`src/rtl/fplrq_pkg.sv`:
```
// ----------------------------------------------------------------------------
// fplrq_pkg: shared types and constants of the four-level ready queue
// Opcodes, status codes, controller states and the command and status
// bundles that pass between the controller and the datapath.
// ----------------------------------------------------------------------------
`default_nettype none

package fplrq_pkg;

	localparam int LEVELS = 4;
	localparam int LVL_W  = 2;
	localparam int ID_W   = 8;
	localparam int PRIO_W = 3;
	localparam int STAT_W = 3;

	typedef enum logic [1:0] {
		OP_ENQ = 2'd0,
		OP_DSP = 2'd1,
		OP_REM = 2'd2,
		OP_NOP = 2'd3
	} opcode_t;

	typedef enum logic [2:0] {
		ST_OK       = 3'd0,
		ST_BADPRIO  = 3'd1,
		ST_EMPTY    = 3'd2,
		ST_NOTFOUND = 3'd3,
		ST_FULL     = 3'd4
	} status_t;

	typedef enum logic [3:0] {
		S_IDLE,
		S_DECODE,
		S_ENQ_CHK,
		S_ENQ_LINK,
		S_DSP_SCAN,
		S_DSP_RD,
		S_DSP_TAKE,
		S_REM_LVL,
		S_REM_RD,
		S_REM_CHK,
		S_DONE
	} state_t;

	typedef enum logic [2:0] {
		CMD_NONE,
		CMD_CAPTURE,
		CMD_ENQ_CHK,
		CMD_ENQ_LINK,
		CMD_DSP_SCAN,
		CMD_DSP_TAKE,
		CMD_REM_LVL,
		CMD_REM_CHK
	} cmd_t;

	typedef struct packed {
		cmd_t op;
		logic load_out;
	} ctl_cmd_t;

	typedef struct packed {
		opcode_t opcode;
		logic    bad_prio;
		logic    full;
		logic    found;
		logic    yield;
		logic    lvl_nonempty;
		logic    last_lvl;
		logic    hit;
		logic    at_tail;
		logic    out_busy;
	} dp_stat_t;

endpackage

`default_nettype wire

```
`src/rtl/fplrq_dp.sv`:
```
// ----------------------------------------------------------------------------
// fplrq_dp: ready queue datapath
// List heads and tails, entry store memories, free index stack, result and
// output registers. Acts on one command from the controller each cycle.
// ----------------------------------------------------------------------------
`default_nettype none

module fplrq_dp #(
	parameter int MAX_ENTRIES = 32
) (
	input  wire logic                       clk,
	input  wire logic                       arst_n,
	input  fplrq_pkg::ctl_cmd_t             cmd,
	output fplrq_pkg::dp_stat_t             stat,
	input  wire logic [1:0]                 in_opcode,
	input  wire logic [7:0]                 in_pid,
	input  wire logic [2:0]                 in_prio,
	input  wire logic                       cfg_valid,
	input  wire logic [7:0]                 cfg_data,
	input  wire logic                       out_ready,
	output logic                            out_valid,
	output logic [2:0]                      out_status,
	output logic [7:0]                      out_id,
	output logic [1:0]                      out_level
);
	import fplrq_pkg::*;

	localparam int EW = (MAX_ENTRIES > 1) ? $clog2(MAX_ENTRIES) : 1;
	localparam int CW = EW + 1;

	// entry store and free index stack
	logic [ID_W-1:0] id_mem   [MAX_ENTRIES];
	logic [EW-1:0]   next_mem [MAX_ENTRIES];
	logic [EW-1:0]   free_mem [MAX_ENTRIES];
	logic [ID_W-1:0] rd_id_q;
	logic [EW-1:0]   rd_next_q;
	logic [EW-1:0]   free_rd_q;

	opcode_t          op_q;
	logic [ID_W-1:0]  pid_q;
	logic [PRIO_W-1:0] prio_q;
	logic [ID_W-1:0]  idle_q;
	logic [EW-1:0]    head_q [LEVELS];
	logic [EW-1:0]    tail_q [LEVELS];
	logic [LEVELS-1:0] nonempty_q;
	logic [LVL_W-1:0] lowest_q;
	logic [LVL_W-1:0] lvl_q;
	logic [EW-1:0]    cur_q;
	logic [EW-1:0]    prev_q;
	logic             yielded_q;
	logic [CW-1:0]    sp_q;
	logic [CW-1:0]    fresh_q;
	status_t          res_status_q;
	logic [ID_W-1:0]  res_id_q;
	logic [LVL_W-1:0] res_lvl_q;
	logic             out_valid_q;
	logic [STAT_W-1:0] out_status_q;
	logic [ID_W-1:0]  out_id_q;
	logic [LVL_W-1:0] out_level_q;

	logic             found;
	logic [LVL_W-1:0] scan_lvl;
	logic             at_tail;
	logic             at_head;
	logic             yield;
	logic             hit;
	logic             bad_prio;
	logic             full;
	logic             last_lvl;
	logic [EW-1:0]    new_e;
	logic [LVL_W-1:0] prio_lvl;
	logic [CW-1:0]    sp_m1;
	logic             id_we;
	logic             next_we;
	logic [EW-1:0]    next_wa;
	logic [EW-1:0]    next_wd;
	logic             free_we;

	// first non-empty level at or after the scan start
	always_comb begin
		found    = 1'b0;
		scan_lvl = lowest_q;
		for (int i = LEVELS - 1; i >= 0; i--) begin
			if ((LVL_W'(i) >= lowest_q) && nonempty_q[i]) begin
				found    = 1'b1;
				scan_lvl = LVL_W'(i);
			end
		end
	end

	assign at_tail  = (cur_q == tail_q[lvl_q]);
	assign at_head  = (cur_q == head_q[lvl_q]);
	assign last_lvl = (lvl_q == LVL_W'(LEVELS - 1));
	assign yield    = !yielded_q && last_lvl && !at_tail && (rd_id_q == idle_q);
	assign hit      = (rd_id_q == pid_q);
	assign bad_prio = (prio_q >= PRIO_W'(LEVELS));
	assign full     = (sp_q == '0) && (fresh_q == CW'(MAX_ENTRIES));
	assign new_e    = (sp_q != '0) ? free_rd_q : fresh_q[EW-1:0];
	assign prio_lvl = prio_q[LVL_W-1:0];
	assign sp_m1    = sp_q - 1'b1;

	always_comb begin
		stat.opcode       = op_q;
		stat.bad_prio     = bad_prio;
		stat.full         = full;
		stat.found        = found;
		stat.yield        = yield;
		stat.lvl_nonempty = nonempty_q[lvl_q];
		stat.last_lvl     = last_lvl;
		stat.hit          = hit;
		stat.at_tail      = at_tail;
		stat.out_busy     = out_valid_q;
	end

	// memory write controls
	always_comb begin
		id_we   = 1'b0;
		next_we = 1'b0;
		next_wa = tail_q[lvl_q];
		next_wd = cur_q;
		free_we = 1'b0;
		unique case (cmd.op)
			CMD_ENQ_LINK: begin
				id_we   = 1'b1;
				next_we = nonempty_q[prio_lvl];
				next_wa = tail_q[prio_lvl];
				next_wd = new_e;
			end
			CMD_DSP_TAKE: begin
				next_we = yield;
				free_we = !yield;
			end
			CMD_REM_CHK: begin
				next_we = hit && !at_head;
				next_wa = prev_q;
				next_wd = rd_next_q;
				free_we = hit;
			end
			default: begin
			end
		endcase
	end

	always_ff @(posedge clk) begin
		if (id_we) begin
			id_mem[new_e] <= pid_q;
		end
		if (next_we) begin
			next_mem[next_wa] <= next_wd;
		end
		if (free_we) begin
			free_mem[sp_q[EW-1:0]] <= cur_q;
		end
		rd_id_q   <= id_mem[cur_q];
		rd_next_q <= next_mem[cur_q];
		free_rd_q <= free_mem[sp_m1[EW-1:0]];
	end

	always_ff @(posedge clk or negedge arst_n) begin
		if (!arst_n) begin
			op_q         <= OP_NOP;
			pid_q        <= '0;
			prio_q       <= '0;
			idle_q       <= '0;
			for (int i = 0; i < LEVELS; i++) begin
				head_q[i] <= '0;
				tail_q[i] <= '0;
			end
			nonempty_q   <= '0;
			lowest_q     <= '0;
			lvl_q        <= '0;
			cur_q        <= '0;
			prev_q       <= '0;
			yielded_q    <= 1'b0;
			sp_q         <= '0;
			fresh_q      <= '0;
			res_status_q <= ST_OK;
			res_id_q     <= '0;
			res_lvl_q    <= '0;
		end else begin
			if (cfg_valid) begin
				idle_q <= cfg_data;
			end
			unique case (cmd.op)
				CMD_CAPTURE: begin
					op_q         <= opcode_t'(in_opcode);
					pid_q        <= in_pid;
					prio_q       <= in_prio;
					lvl_q        <= '0;
					yielded_q    <= 1'b0;
					res_status_q <= ST_OK;
					res_id_q     <= '0;
					res_lvl_q    <= '0;
				end
				CMD_ENQ_CHK: begin
					if (bad_prio) begin
						res_status_q <= ST_BADPRIO;
					end else if (full) begin
						res_status_q <= ST_FULL;
					end
				end
				CMD_ENQ_LINK: begin
					if (nonempty_q[prio_lvl]) begin
						tail_q[prio_lvl] <= new_e;
					end else begin
						head_q[prio_lvl]     <= new_e;
						tail_q[prio_lvl]     <= new_e;
						nonempty_q[prio_lvl] <= 1'b1;
					end
					if (prio_lvl < lowest_q) begin
						lowest_q <= prio_lvl;
					end
					if (sp_q != '0) begin
						sp_q <= sp_m1;
					end else begin
						fresh_q <= fresh_q + 1'b1;
					end
				end
				CMD_DSP_SCAN: begin
					if (found) begin
						lowest_q <= scan_lvl;
						lvl_q    <= scan_lvl;
						cur_q    <= head_q[scan_lvl];
					end else begin
						lowest_q     <= LVL_W'(LEVELS - 1);
						res_status_q <= ST_EMPTY;
					end
				end
				CMD_DSP_TAKE: begin
					if (yield) begin
						// idle entry goes to the rear, second entry comes next
						tail_q[lvl_q] <= cur_q;
						head_q[lvl_q] <= rd_next_q;
						cur_q         <= rd_next_q;
						yielded_q     <= 1'b1;
					end else begin
						if (at_tail) begin
							nonempty_q[lvl_q] <= 1'b0;
						end else begin
							head_q[lvl_q] <= rd_next_q;
						end
						sp_q      <= sp_q + 1'b1;
						res_id_q  <= rd_id_q;
						res_lvl_q <= lvl_q;
					end
				end
				CMD_REM_LVL: begin
					if (nonempty_q[lvl_q]) begin
						cur_q  <= head_q[lvl_q];
						prev_q <= head_q[lvl_q];
					end else if (last_lvl) begin
						res_status_q <= ST_NOTFOUND;
					end else begin
						lvl_q <= lvl_q + 1'b1;
					end
				end
				CMD_REM_CHK: begin
					if (hit) begin
						if (at_head) begin
							if (at_tail) begin
								nonempty_q[lvl_q] <= 1'b0;
							end else begin
								head_q[lvl_q] <= rd_next_q;
							end
						end else if (at_tail) begin
							tail_q[lvl_q] <= prev_q;
						end
						sp_q <= sp_q + 1'b1;
					end else if (at_tail) begin
						if (last_lvl) begin
							res_status_q <= ST_NOTFOUND;
						end else begin
							lvl_q <= lvl_q + 1'b1;
						end
					end else begin
						prev_q <= cur_q;
						cur_q  <= rd_next_q;
					end
				end
				default: begin
				end
			endcase
		end
	end

	// output register
	always_ff @(posedge clk or negedge arst_n) begin
		if (!arst_n) begin
			out_valid_q <= 1'b0;
		end else if (cmd.load_out) begin
			out_valid_q <= 1'b1;
		end else if (out_ready) begin
			out_valid_q <= 1'b0;
		end
	end

	always_ff @(posedge clk) begin
		if (cmd.load_out) begin
			out_status_q <= res_status_q;
			out_id_q     <= res_id_q;
			out_level_q  <= res_lvl_q;
		end
	end

	assign out_valid  = out_valid_q;
	assign out_status = out_status_q;
	assign out_id     = out_id_q;
	assign out_level  = out_level_q;

endmodule

`default_nettype wire

```
`src/rtl/fplrq_ctrl.sv`:
```
// ----------------------------------------------------------------------------
// fplrq_ctrl: ready queue controller
// Sequences enqueue, dispatch and remove through the datapath, one
// transaction at a time.
// ----------------------------------------------------------------------------
`default_nettype none

module fplrq_ctrl (
	input  wire logic           clk,
	input  wire logic           arst_n,
	input  wire logic           in_valid,
	output logic                in_ready,
	input  wire logic           out_ready,
	input  fplrq_pkg::dp_stat_t stat,
	output fplrq_pkg::ctl_cmd_t cmd
);
	import fplrq_pkg::*;

	state_t state_q;
	state_t state_d;

	always_ff @(posedge clk or negedge arst_n) begin
		if (!arst_n) begin
			state_q <= S_IDLE;
		end else begin
			state_q <= state_d;
		end
	end

	always_comb begin
		state_d = state_q;
		unique case (state_q)
			S_IDLE: begin
				if (in_valid) begin
					state_d = S_DECODE;
				end
			end
			S_DECODE: begin
				unique case (stat.opcode)
					OP_ENQ:  state_d = S_ENQ_CHK;
					OP_DSP:  state_d = S_DSP_SCAN;
					OP_REM:  state_d = S_REM_LVL;
					default: state_d = S_DONE;
				endcase
			end
			S_ENQ_CHK:  state_d = (stat.bad_prio || stat.full) ? S_DONE : S_ENQ_LINK;
			S_ENQ_LINK: state_d = S_DONE;
			S_DSP_SCAN: state_d = stat.found ? S_DSP_RD : S_DONE;
			S_DSP_RD:   state_d = S_DSP_TAKE;
			S_DSP_TAKE: state_d = stat.yield ? S_DSP_RD : S_DONE;
			S_REM_LVL: begin
				priority if (stat.lvl_nonempty) begin
					state_d = S_REM_RD;
				end else if (stat.last_lvl) begin
					state_d = S_DONE;
				end else begin
					state_d = S_REM_LVL;
				end
			end
			S_REM_RD:   state_d = S_REM_CHK;
			S_REM_CHK: begin
				priority if (stat.hit) begin
					state_d = S_DONE;
				end else if (stat.at_tail) begin
					state_d = stat.last_lvl ? S_DONE : S_REM_LVL;
				end else begin
					state_d = S_REM_RD;
				end
			end
			S_DONE: begin
				if (!stat.out_busy || out_ready) begin
					state_d = S_IDLE;
				end
			end
			default: state_d = S_IDLE;
		endcase
	end

	always_comb begin
		cmd.op       = CMD_NONE;
		cmd.load_out = 1'b0;
		in_ready     = 1'b0;
		unique case (state_q)
			S_IDLE: begin
				in_ready = 1'b1;
				if (in_valid) begin
					cmd.op = CMD_CAPTURE;
				end
			end
			S_ENQ_CHK:  cmd.op = CMD_ENQ_CHK;
			S_ENQ_LINK: cmd.op = CMD_ENQ_LINK;
			S_DSP_SCAN: cmd.op = CMD_DSP_SCAN;
			S_DSP_TAKE: cmd.op = CMD_DSP_TAKE;
			S_REM_LVL:  cmd.op = CMD_REM_LVL;
			S_REM_CHK:  cmd.op = CMD_REM_CHK;
			S_DONE:     cmd.load_out = !stat.out_busy || out_ready;
			default: begin
			end
		endcase
	end

endmodule

`default_nettype wire

```
`src/rtl/four_level_priority_ready_queue.sv`:
```
// ----------------------------------------------------------------------------
// four_level_priority_ready_queue: four-level priority ready queue
// FIFO ready lists of process ids per level in a shared linked entry store,
// with enqueue, dispatch (idle id yields on the last level) and remove.
//
//   channel   direction   handshake              payload
//   in        to block    in_valid / in_ready    opcode, process_id, priority_req
//   out       from block  out_valid / out_ready  status, granted_id, granted_level
//   cfg       to block    cfg_valid / cfg_ready  cfg_data (idle process id)
//
// Remove walks the lists through the store's registered read port, reading and
// then checking each visited entry. One transaction is worked at a time.
// Reset clears all lists; the store needs no clearing pass.
// A stalled result holds in the output register while the next transaction
// is taken; cfg_ready is always high.
// ----------------------------------------------------------------------------
`default_nettype none

module four_level_priority_ready_queue #(
	parameter int MAX_ENTRIES = 32
) (
	input  wire logic       clk,
	input  wire logic       arst_n,
	input  wire logic       in_valid,
	output logic            in_ready,
	input  wire logic [1:0] opcode,
	input  wire logic [7:0] process_id,
	input  wire logic [2:0] priority_req,
	output logic            out_valid,
	input  wire logic       out_ready,
	output logic [2:0]      status,
	output logic [7:0]      granted_id,
	output logic [1:0]      granted_level,
	input  wire logic       cfg_valid,
	output logic            cfg_ready,
	input  wire logic [7:0] cfg_data
);
	import fplrq_pkg::*;

	ctl_cmd_t cmd;
	dp_stat_t stat;

	assign cfg_ready = 1'b1;

	fplrq_ctrl u_ctrl (
		.clk       (clk),
		.arst_n    (arst_n),
		.in_valid  (in_valid),
		.in_ready  (in_ready),
		.out_ready (out_ready),
		.stat      (stat),
		.cmd       (cmd)
	);

	fplrq_dp #(
		.MAX_ENTRIES (MAX_ENTRIES)
	) u_dp (
		.clk        (clk),
		.arst_n     (arst_n),
		.cmd        (cmd),
		.stat       (stat),
		.in_opcode  (opcode),
		.in_pid     (process_id),
		.in_prio    (priority_req),
		.cfg_valid  (cfg_valid),
		.cfg_data   (cfg_data),
		.out_ready  (out_ready),
		.out_valid  (out_valid),
		.out_status (status),
		.out_id     (granted_id),
		.out_level  (granted_level)
	);

endmodule

`default_nettype wire

```
`config.mk`:
```
export PLATFORM = sky130hd
export DESIGN_NAME = four_level_priority_ready_queue
export DESIGN_NICKNAME = d
export VERILOG_FILES = /design/src/rtl/fplrq_pkg.sv /design/src/rtl/fplrq_dp.sv /design/src/rtl/fplrq_ctrl.sv /design/src/rtl/four_level_priority_ready_queue.sv
export SDC_FILE = /design/constraint.sdc
export NUM_CORES = 1
export LEC_CHECK = 0
export BUFFER_PORTS_ARGS = -buffer_cell sky130_fd_sc_hd__buf_2
export CAP_MARGIN = 20
export CELL_PAD_IN_SITES_DETAIL_PLACEMENT = 1
export CELL_PAD_IN_SITES_GLOBAL_PLACEMENT = 1
export CORE_MARGIN = 1.5
export CORE_UTILIZATION = 56
export CTS_BUF_LIST = sky130_fd_sc_hd__clkbuf_4 sky130_fd_sc_hd__clkbuf_8
export DETAILED_ROUTE_END_ITERATION = 8
export PLACE_DENSITY = 0.8
export SYNTH_ARGS = -nofsm -noshare
export SYNTH_HDL_FRONTEND = slang
export SYNTH_SLANG_ARGS = --single-unit
```
`constraint.sdc`:
```
create_clock -name clk -period 6.1 [get_ports clk]
set_clock_uncertainty 0.2 [all_clocks]
set_input_delay 0.915 -clock clk [delete_from_list [all_inputs] [get_ports clk]]
set_output_delay 0.915 -clock clk [all_outputs]
set_load 0.05 [all_outputs]
```
==> summary.md, run 1 <==
| Metric | Value |
|---|---|
| NumNets Final | 1867 |
| Pin count of the biggest net entering global routing | between 100 and 150 |
| Max-capacitance violation count | 0 |
| WS Path Type | flop to flop |
| CTS tree | built |
| Slew headroom | between 20% and 30% |
| Horizontal die dimension | ~240 um |
| Final Hold Viols | 0 |
| Min Tclk post-route | approximately 4600 ps |
| Final core occ | between 60 and 70% |
| Vias per cell | approximately 6.6 |
| Power Dens Cells | approximately 530 mW/mm2 |
| Synth Area in Adders | less than 1% |
| CP Capture Type | flop |
| Worst path slowest cell | nor2_1 |
| EDFF count, synth | 589 |
| RSZ-0062 raised after global routing | false |
| Outcome | completed |
| Async S/R FF share, synth | between 10% and 20% |
| Hold Buf Count CTS | 0 |
| Final instance area | 0.03374 mm2 |
| Number of synthesized register bits | between 700 and 800 |
| Post-Route WL | 80260 um |
| Total grt overflow | 0 |
| Placement Rows | 84 |
| Hold Path Class | input port to asynchronous set/reset pin |
| Clock Root Buffer | clkbuf_8 |
| Area growth syn-to-layout | 11.64% |
| Area of the mapped netlist | 0.03023 mm2 |
| Leak | about 11 nW |
| CP delay by family, top | simple AND/OR/NAND/NOR gates |
| DRC viols | 0 |
| CP Cell Sequence | inv_1, ha_1, nor2b_1, nand2_1, nor2_1, a21oi_1, nand3_1, nor2_1 |
| Synth Area in Simple Gates | 5.042% |
| Core area | 0.05297 mm2 |
| Post-cts resize count | 0 |
| Pre-CTS setup slack | about 1500 ps |
| Share of cells above drive strength 1 | about 28% |
| Initial Util | a little under three fifths |
| Synthesized Nets | roughly 1800 |
| IO Count | 42 |
| Final period utilization | between 70% and 80% |
| Buf/Inv on CP | 1 |
| Clock Pin Slew Worst Setup and Hold Paths | approximately 70 ps |
| Peak supply drop | between 200 and 300 uV |
| Crit-path max FO | 14 |
| GRT Overall Usage | 29.83% |
| Hold WS | 161.9 ps |
| Worst skew pair latency | 730 ps |
| Die Footprint | 0.05538 mm2 |
| Setup TNS | 0 ps |
| Cts bufs inserted | 110 |
| Placement Cell Area | approximately 0.031 mm2 |
| Yosys cell types | just over 60 |
| Crit path top cell by count | nor2_1 |
| Gpl congestion | between 0.8 and 0.9 |
| Mapped Cells | 1742 |
| Final Max Tran Viols | 0 |
| Setup Viol. Count Final | 0 |
| Req. time, crit path | 6220 ps |
| Crit path DAT | between 4000 and 5000 ps |
| DPL Wire Length | a little over 50000 um |
| DRT antenna net count | 0 |
| PnR worst setup slack | around 1500 ps |
| Predominant post-synthesis flop cell | edfxtp_1 |
| Die extent in y | between 200 and 250 um |
| Antenna violations before repair | 1 |
| H-tree depth | 3 |
| # Post-CTS Setup Buffers | 0 |
| Drt pass-1 iters | 6 |
| F_max | around 220 MHz |
| Synth Area in Compound Gates | under 10% |
| Clock tree sinks | about 720 |
| Port Buffers | 40 |
| Vias in the first global route | ~18000 |
| Wirelength per Cell | 30.75 um |
| Syn Area/Cell | 17.35 um2 |
| Largest family of logic cells by synthesized area | multiplexers |
| Vias post-DR | ~17000 |
| Multiplexer area fraction after synthesis | 17.96% |
| Critical Path Source Type | flop |
| Critical Path Max Stage Delay | ~850 ps |
| Slew @ Worst Pin | about 1100 ps |
| Initial DRC count | 1857 |
| Post-Synth XOR/XNOR Area | under 10% |
| Maximum clock insertion buffer count | 3 |
| First-pass GRT wire length | around 120000 um |
| Sequential element share of the synthesized area | between 60 and 70% |
| Synth Warn # | 0 |
==> cells in the final DEF, fill, tap and decap left out, drive strengths merged, types with 6 or more instances in the layout <==
cell / synthesis / final
a2bb2oi: 20 / 20
clkbuf: 53 / 147
nand4: 8 / 8
dfrtp: 108 / 108
ha: 14 / 14
inv: 20 / 25
edfxtp: 589 / 589
xor2: 9 / 9
o21ai: 42 / 42
nand3: 28 / 28
a31oi: 12 / 12
nor2b: 7 / 7
mux2i: 33 / 33
a21oi: 57 / 57
nand2: 91 / 91
bufinv: 0 / 12
dfxtp: 18 / 18
nor2: 159 / 159
nor3: 12 / 12
a22o: 19 / 19
mux4: 197 / 197
a22oi: 16 / 16
xnor2: 28 / 28
mux2: 57 / 57
o22ai: 36 / 36
nand3b: 6 / 6
buf: 43 / 69
clkinv: 0 / 39
==> routing by layer <==
metal | vias up | wire, um | global-route usage (%) | part of all wire, %
li1 | 7149 | - | - | -
met1 | 9102 | 32810 | 42.58 | 41
met2 | 844 | 39140 | 47.97 | 49
met3 | 154 | 6111 | 5.359 | 7.6
met4 | 0 | 2193 | 8.328 | 2.7
met5 | - | 0 | 0 | 0
==> metrics by stage <==
step	std cells	power, mW
finish	2610	17.90
global route	2609	18.56
CTS	2607	17.91
detailed placement	2401	13.37
global placement	2400	13.10
floorplan	1742	11.13
==> area by class of cell <==
| class | instances | area, um2 |
|---|---|---|
| flip-flops and latches | 717 | 20820 |
| fillers | 4618 | 19230 |
| multi-input cells | 909 | 9024 |
| clock buffers | 147 | 1892 |
| well taps | 688 | 860.8 |
| clock inverters | 59 | 625.6 |
| repair buffers | 69 | 449.2 |
| inverters | 20 | 75.07 |
| diodes | 1 | 2.502 |
==> power breakdown <==
group | switching, mW | internal [mW] | leakage (nW)
Sequential | 0.789 | 6.38 | 6.84
Combinational | 3.69 | 2.54 | 3.13
Clock | 1.96 | 2.55 | 1.31
==> cell families (layout without fill, tap and decap cells) <==
family / count (synthesis) / after routing
AOI/OAI and AO/OA: 229 / 229
and+or+nand+nor: 341 / 341
adders and majority gates: 14 / 14
other: 1 / 2
xor gates and xnor gates: 37 / 37
DFF: 717 / 717
buffers and inverters: 116 / 295
muxes: 287 / 287
==> synthesized netlist by cell type (all sizes together), types with 6 or more instances <==
library cell,count,area (um2)
edfxtp,589,17690
mux4,197,4437
nor2,159,604.3
dfrtp,108,2703
nand2,91,341.6
a21oi,57,296.5
mux2,57,660.6
clkbuf,53,198.9
buf,43,195.2
o21ai,42,210.2
o22ai,36,225.2
mux2i,33,330.3
nand3,28,140.1
xnor2,28,245.2
a2bb2oi,20,175.2
inv,20,75.07
a22o,19,166.4
dfxtp,18,360.4
a22oi,16,120.1
ha,14,175.2
a31oi,12,75.07
nor3,12,60.06
xor2,9,78.83
nand4,8,50.05
nor2b,7,43.79
nand3b,6,45.04
==> worst paths after layout <==
| check | cells after the start | startpoint | endpoint | slack (ps) |
|---|---|---|---|---|
| worst min-delay path | 1 | arst_n | u_dp.lvl_q[1]$_DFFE_PN0P_ | 160 |
| worst min register to register | 0 | u_dp.res_id_q[5]$_DFFE_PN0P_ | u_dp.out_id[5]$_DFFE_PP_ | 250 |
| worst max-delay path | 8 | u_dp.sp_q[1]$_DFFE_PN0P_ | u_dp.id_mem[24][0]$_DFFE_PP_ | 1490 |
| max in group asynchronous | 2 | arst_n | u_dp.cur_q[0]$_DFFE_PN0P_ | 4270 |
| worst max register to register | 8 | u_dp.sp_q[1]$_DFFE_PN0P_ | u_dp.id_mem[24][0]$_DFFE_PP_ | 1490 |
| min in group clk | 2 | cfg_data[2] | u_dp.idle_q[2]$_DFFE_PN0P_ | 230 |
==> sequential cells by signal (all words and copies together), names as in the netlist, 8 cells and up, named ones only <==
name,count
u_dp.out_id,8
u_dp.idle_q,8
u_dp.free_mem,160
u_dp.res_id_q,8
u_dp.id_mem,256
u_dp.rd_id_q,8
u_dp.next_mem,160
u_dp.pid_q,8
Power figures use the tool's default switching activity.
==> run 2, diff against run 1 <==
CORE_UTILIZATION = 51   (was 56)
PLACE_DENSITY = 0.77   (was 0.8)
clock period = 3.9 ns   (was 6.1 ns; I/O delays follow)
==> summary.md, run 2 (synthesized netlist as in run 1, its figures left out) <==
| Metric | Value |
|---|---|
| Psw | 10.15 mW (+58%) |
| RSZ-0062 raised after global routing | false |
| Peak supply drop | 532.1 uV (+78%) |
| Worst skew pair latency | 750 ps (+20 ps) |
| FILL cells | 5275 (+14%) |
| Post-cts resize count | 0 (unchanged) |
| Worst path slowest cell | a222oi_1 |
| Slew headroom | 34.28% (+11 points) |
| GRT Overall Usage | 27.97% (-1.9 points) |
| Hold Path Class | input port to flop |
| Crit path top cell by count | nand4_1 |
| Vias per cell | 6.333 (-4.2%) |
| Final core occ | 58.74% (-5.0 points) |
| Reg2reg path depth | 8 (unchanged) |
| RR Endpoint | u_dp.next_mem[16][1]$_DFFE_PP_ |
| Setup Viol. Count Final | 0 (unchanged) |
| Power Dens Cells | 810.6 mW/mm2 (+53%) |
| CP endpoint | u_dp.next_mem[16][1]$_DFFE_PP_ |
| Placement Rows | 89 (+6.0%) |
| Clock Pin Slew Worst Setup and Hold Paths | 70 ps (about the same) |
| Clock Power Share | 24.1% (-1.1 points) |
| Post-Route WL | 82400 um (+2.7%) |
| Crit path DAT | 3900 ps (-840 ps) |
| Crit path from | u_dp.rd_id_q[3]$_DFF_P_ |
| Wirelength per Cell | 29.50 um (-4.1%) |
| Pin count of the biggest net entering global routing | 140 (+13%) |
| First-pass GRT wire length | 125000 um (+2.7%) |
| Final Hold Viols | 0 (unchanged) |
| Core area | 0.05880 mm2 (+11%) |
| Switch share | 36.25% (+0.30 points) |
| DRT antenna net count | 0 (unchanged) |
| Commonest non-fill, non-tap cell in the layout | edfxtp_1 |
| Req. time, crit path | 4050 ps (-2170 ps) |
| Clock tree sinks | 717 (unchanged) |
| Die Footprint | 0.06074 mm2 (+9.7%) |
| Area growth syn-to-layout | 14.26% |
| Initial DRC count | 1727 (-7.0%) |
| Setup TNS | 0 ps (unchanged) |
| Initial Util | 51.41% (-5.7 points) |
| Biggest register | u_dp.id_mem |
| Outcome | completed |
| PnR worst setup slack | 143.1 ps (-1343 ps) |
| Maximum clock insertion buffer count | 3 (unchanged) |
| H-tree depth | 3 (unchanged) |
| Int Pwr | 17.84 mW (+56%) |
| NumNets Final | 1969 (+5.5%) |
| # Post-CTS Setup Buffers | 0 (unchanged) |
| Critical Path Source Type | flop |
| Commonest cells after routing, fill and taps aside | 589 x edfxtp_1, 197 x mux4_2, 157 x nor2_1 |
| Cts bufs inserted | 110 (unchanged) |
| Vias in the first global route | 18916 (+4.0%) |
| Max-capacitance violation count | 0 (unchanged) |
| Crit-path max FO | 8 (-6) |
| WS Path Type | flop to flop |
| Placement Cell Area | 0.03190 mm2 (+2.2%) |
| RR Startpoint | u_dp.rd_id_q[3]$_DFF_P_ |
| DRC viols | 0 (unchanged) |
| Antenna violations before repair | 1 (unchanged) |
| Final period utilization | 96.33% (+21 points) |
| Hold WS | 52.80 ps (-109.1 ps) |
| Port Buffers | 40 (unchanged) |
| DPL Wire Length | 51600 um (about the same) |
| Inst Count DP | 2563 (+6.7%) |
| Flop2flop setup slack | 140 ps (-1340 ps) |
| Horizontal die dimension | 246.5 um (+4.7%) |
| Leak | 11.75 nW (+4.1%) |
| Clock Root Buffer | clkbuf_8 |
| Sequential share of power | 38.8% (-1.2 points) |
| Final Max Tran Viols | 0 (unchanged) |
| Share of cells above drive strength 1 | 30.16% (+2.3 points) |
| Pre-CTS setup slack | 229.0 ps (-1312 ps) |
| F_max | 266.2 MHz (+23%) |
| Drt pass-1 iters | 5 (-1) |
| Total power | 27.99 mW (+56%) |
| Max reg flops | 256 (unchanged) |
| Die extent in y | 246.5 um (+4.7%) |
| Combinational share of power | 37.1% (+2.3 points) |
| Slew @ Worst Pin | 985.8 ps (-148.2 ps) |
| CP Cell Sequence | inv_1, a222oi_1, nand4_1, a211o_1, o211ai_1, nand4_1, buf_4, nor2_1 |
| Final instance area | 0.03454 mm2 (+2.3%) |
| CP Capture Type | flop |
| IO Count | 42 (unchanged) |
| Gpl congestion | 0.8774 (-1.2%) |
| Total grt overflow | 0 (unchanged) |
| CTS tree | built |
| Critical Path Max Stage Delay | 710 ps (-140 ps) |
| Min Tclk post-route | 3757 ps (-857.0 ps) |
| Hold Buf Count CTS | 27 (+27) |
| Final Non-Filler Cells | 2793 (+7.0%) |
| Vias post-DR | 17688 (+2.5%) |
-- run 2: final cells by class --
cell class	count	area, um2	share of cell area (%)
Timing Repair Buffer	171	1316	3.811
Sequential cell	717	20820	60.27
Multi-Input combinational cell	909	8994	26.04
Inverter	20	75.07	0.2174
Tap cell	773	967.2	2.801
Clock buffer	150	1883	5.453
Clock inverter	52	483.0	1.398
Antenna cell	1	2.502	0.007246
-- run 2: metal layers --
| metal | GRT usage [%] | up-vias | part of all wire (%) | wire [um] |
|---|---|---|---|---|
| met4 | 10.53 | 2 | 3.2 | 2625 |
| met5 | 0 | - | 0.016 | 13 |
| met3 | 4.434 | 156 | 6.5 | 5391 |
| li1 | - | 7350 | - | - |
| met2 | 45.69 | 839 | 50 | 41220 |
| met1 | 38.15 | 9341 | 40 | 33160 |
-- run 2: how the worst min path moves through the flow --
stage,endpoint,startpoint,slack (ps),cells after the start
floorplan,asynchronous set/reset pin,arst_n,90,0
global placement,u_dp.out_id[4]$_DFFE_PP_,u_dp.res_id_q[4]$_DFFE_PN0P_,230,0
detailed placement,u_dp.out_id[1]$_DFFE_PP_,u_dp.res_id_q[1]$_DFFE_PN0P_,240,0
CTS,u_dp.idle_q[3]$_DFFE_PN0P_,cfg_valid,0.6,2
global route,u_dp.idle_q[3]$_DFFE_PN0P_,cfg_valid,60,3
finish,u_dp.idle_q[3]$_DFFE_PN0P_,cfg_valid,50,3
-- run 2: worst max-delay path: cells and delay by family (launching register included) --
family / cells / cell delay, ps
DFF: 1 / 550
buffers and inverters: 2 / 330
and+or+nand+nor: 3 / 920
AOI/OAI and AO/OA: 3 / 1360
-- run 2: power groups by stage --
| stage | clock network, mW | logic [mW] | registers, mW |
|---|---|---|---|
| floorplan | 0 | 6.49 | 10.9 |
| global placement | 0 | 9.88 | 10.9 |
| detailed placement | 0 | 10.2 | 10.9 |
| CTS | 6.82 | 10.3 | 10.8 |
| global route | 7.14 | 11.0 | 10.9 |
| finish | 6.75 | 10.4 | 10.9 |
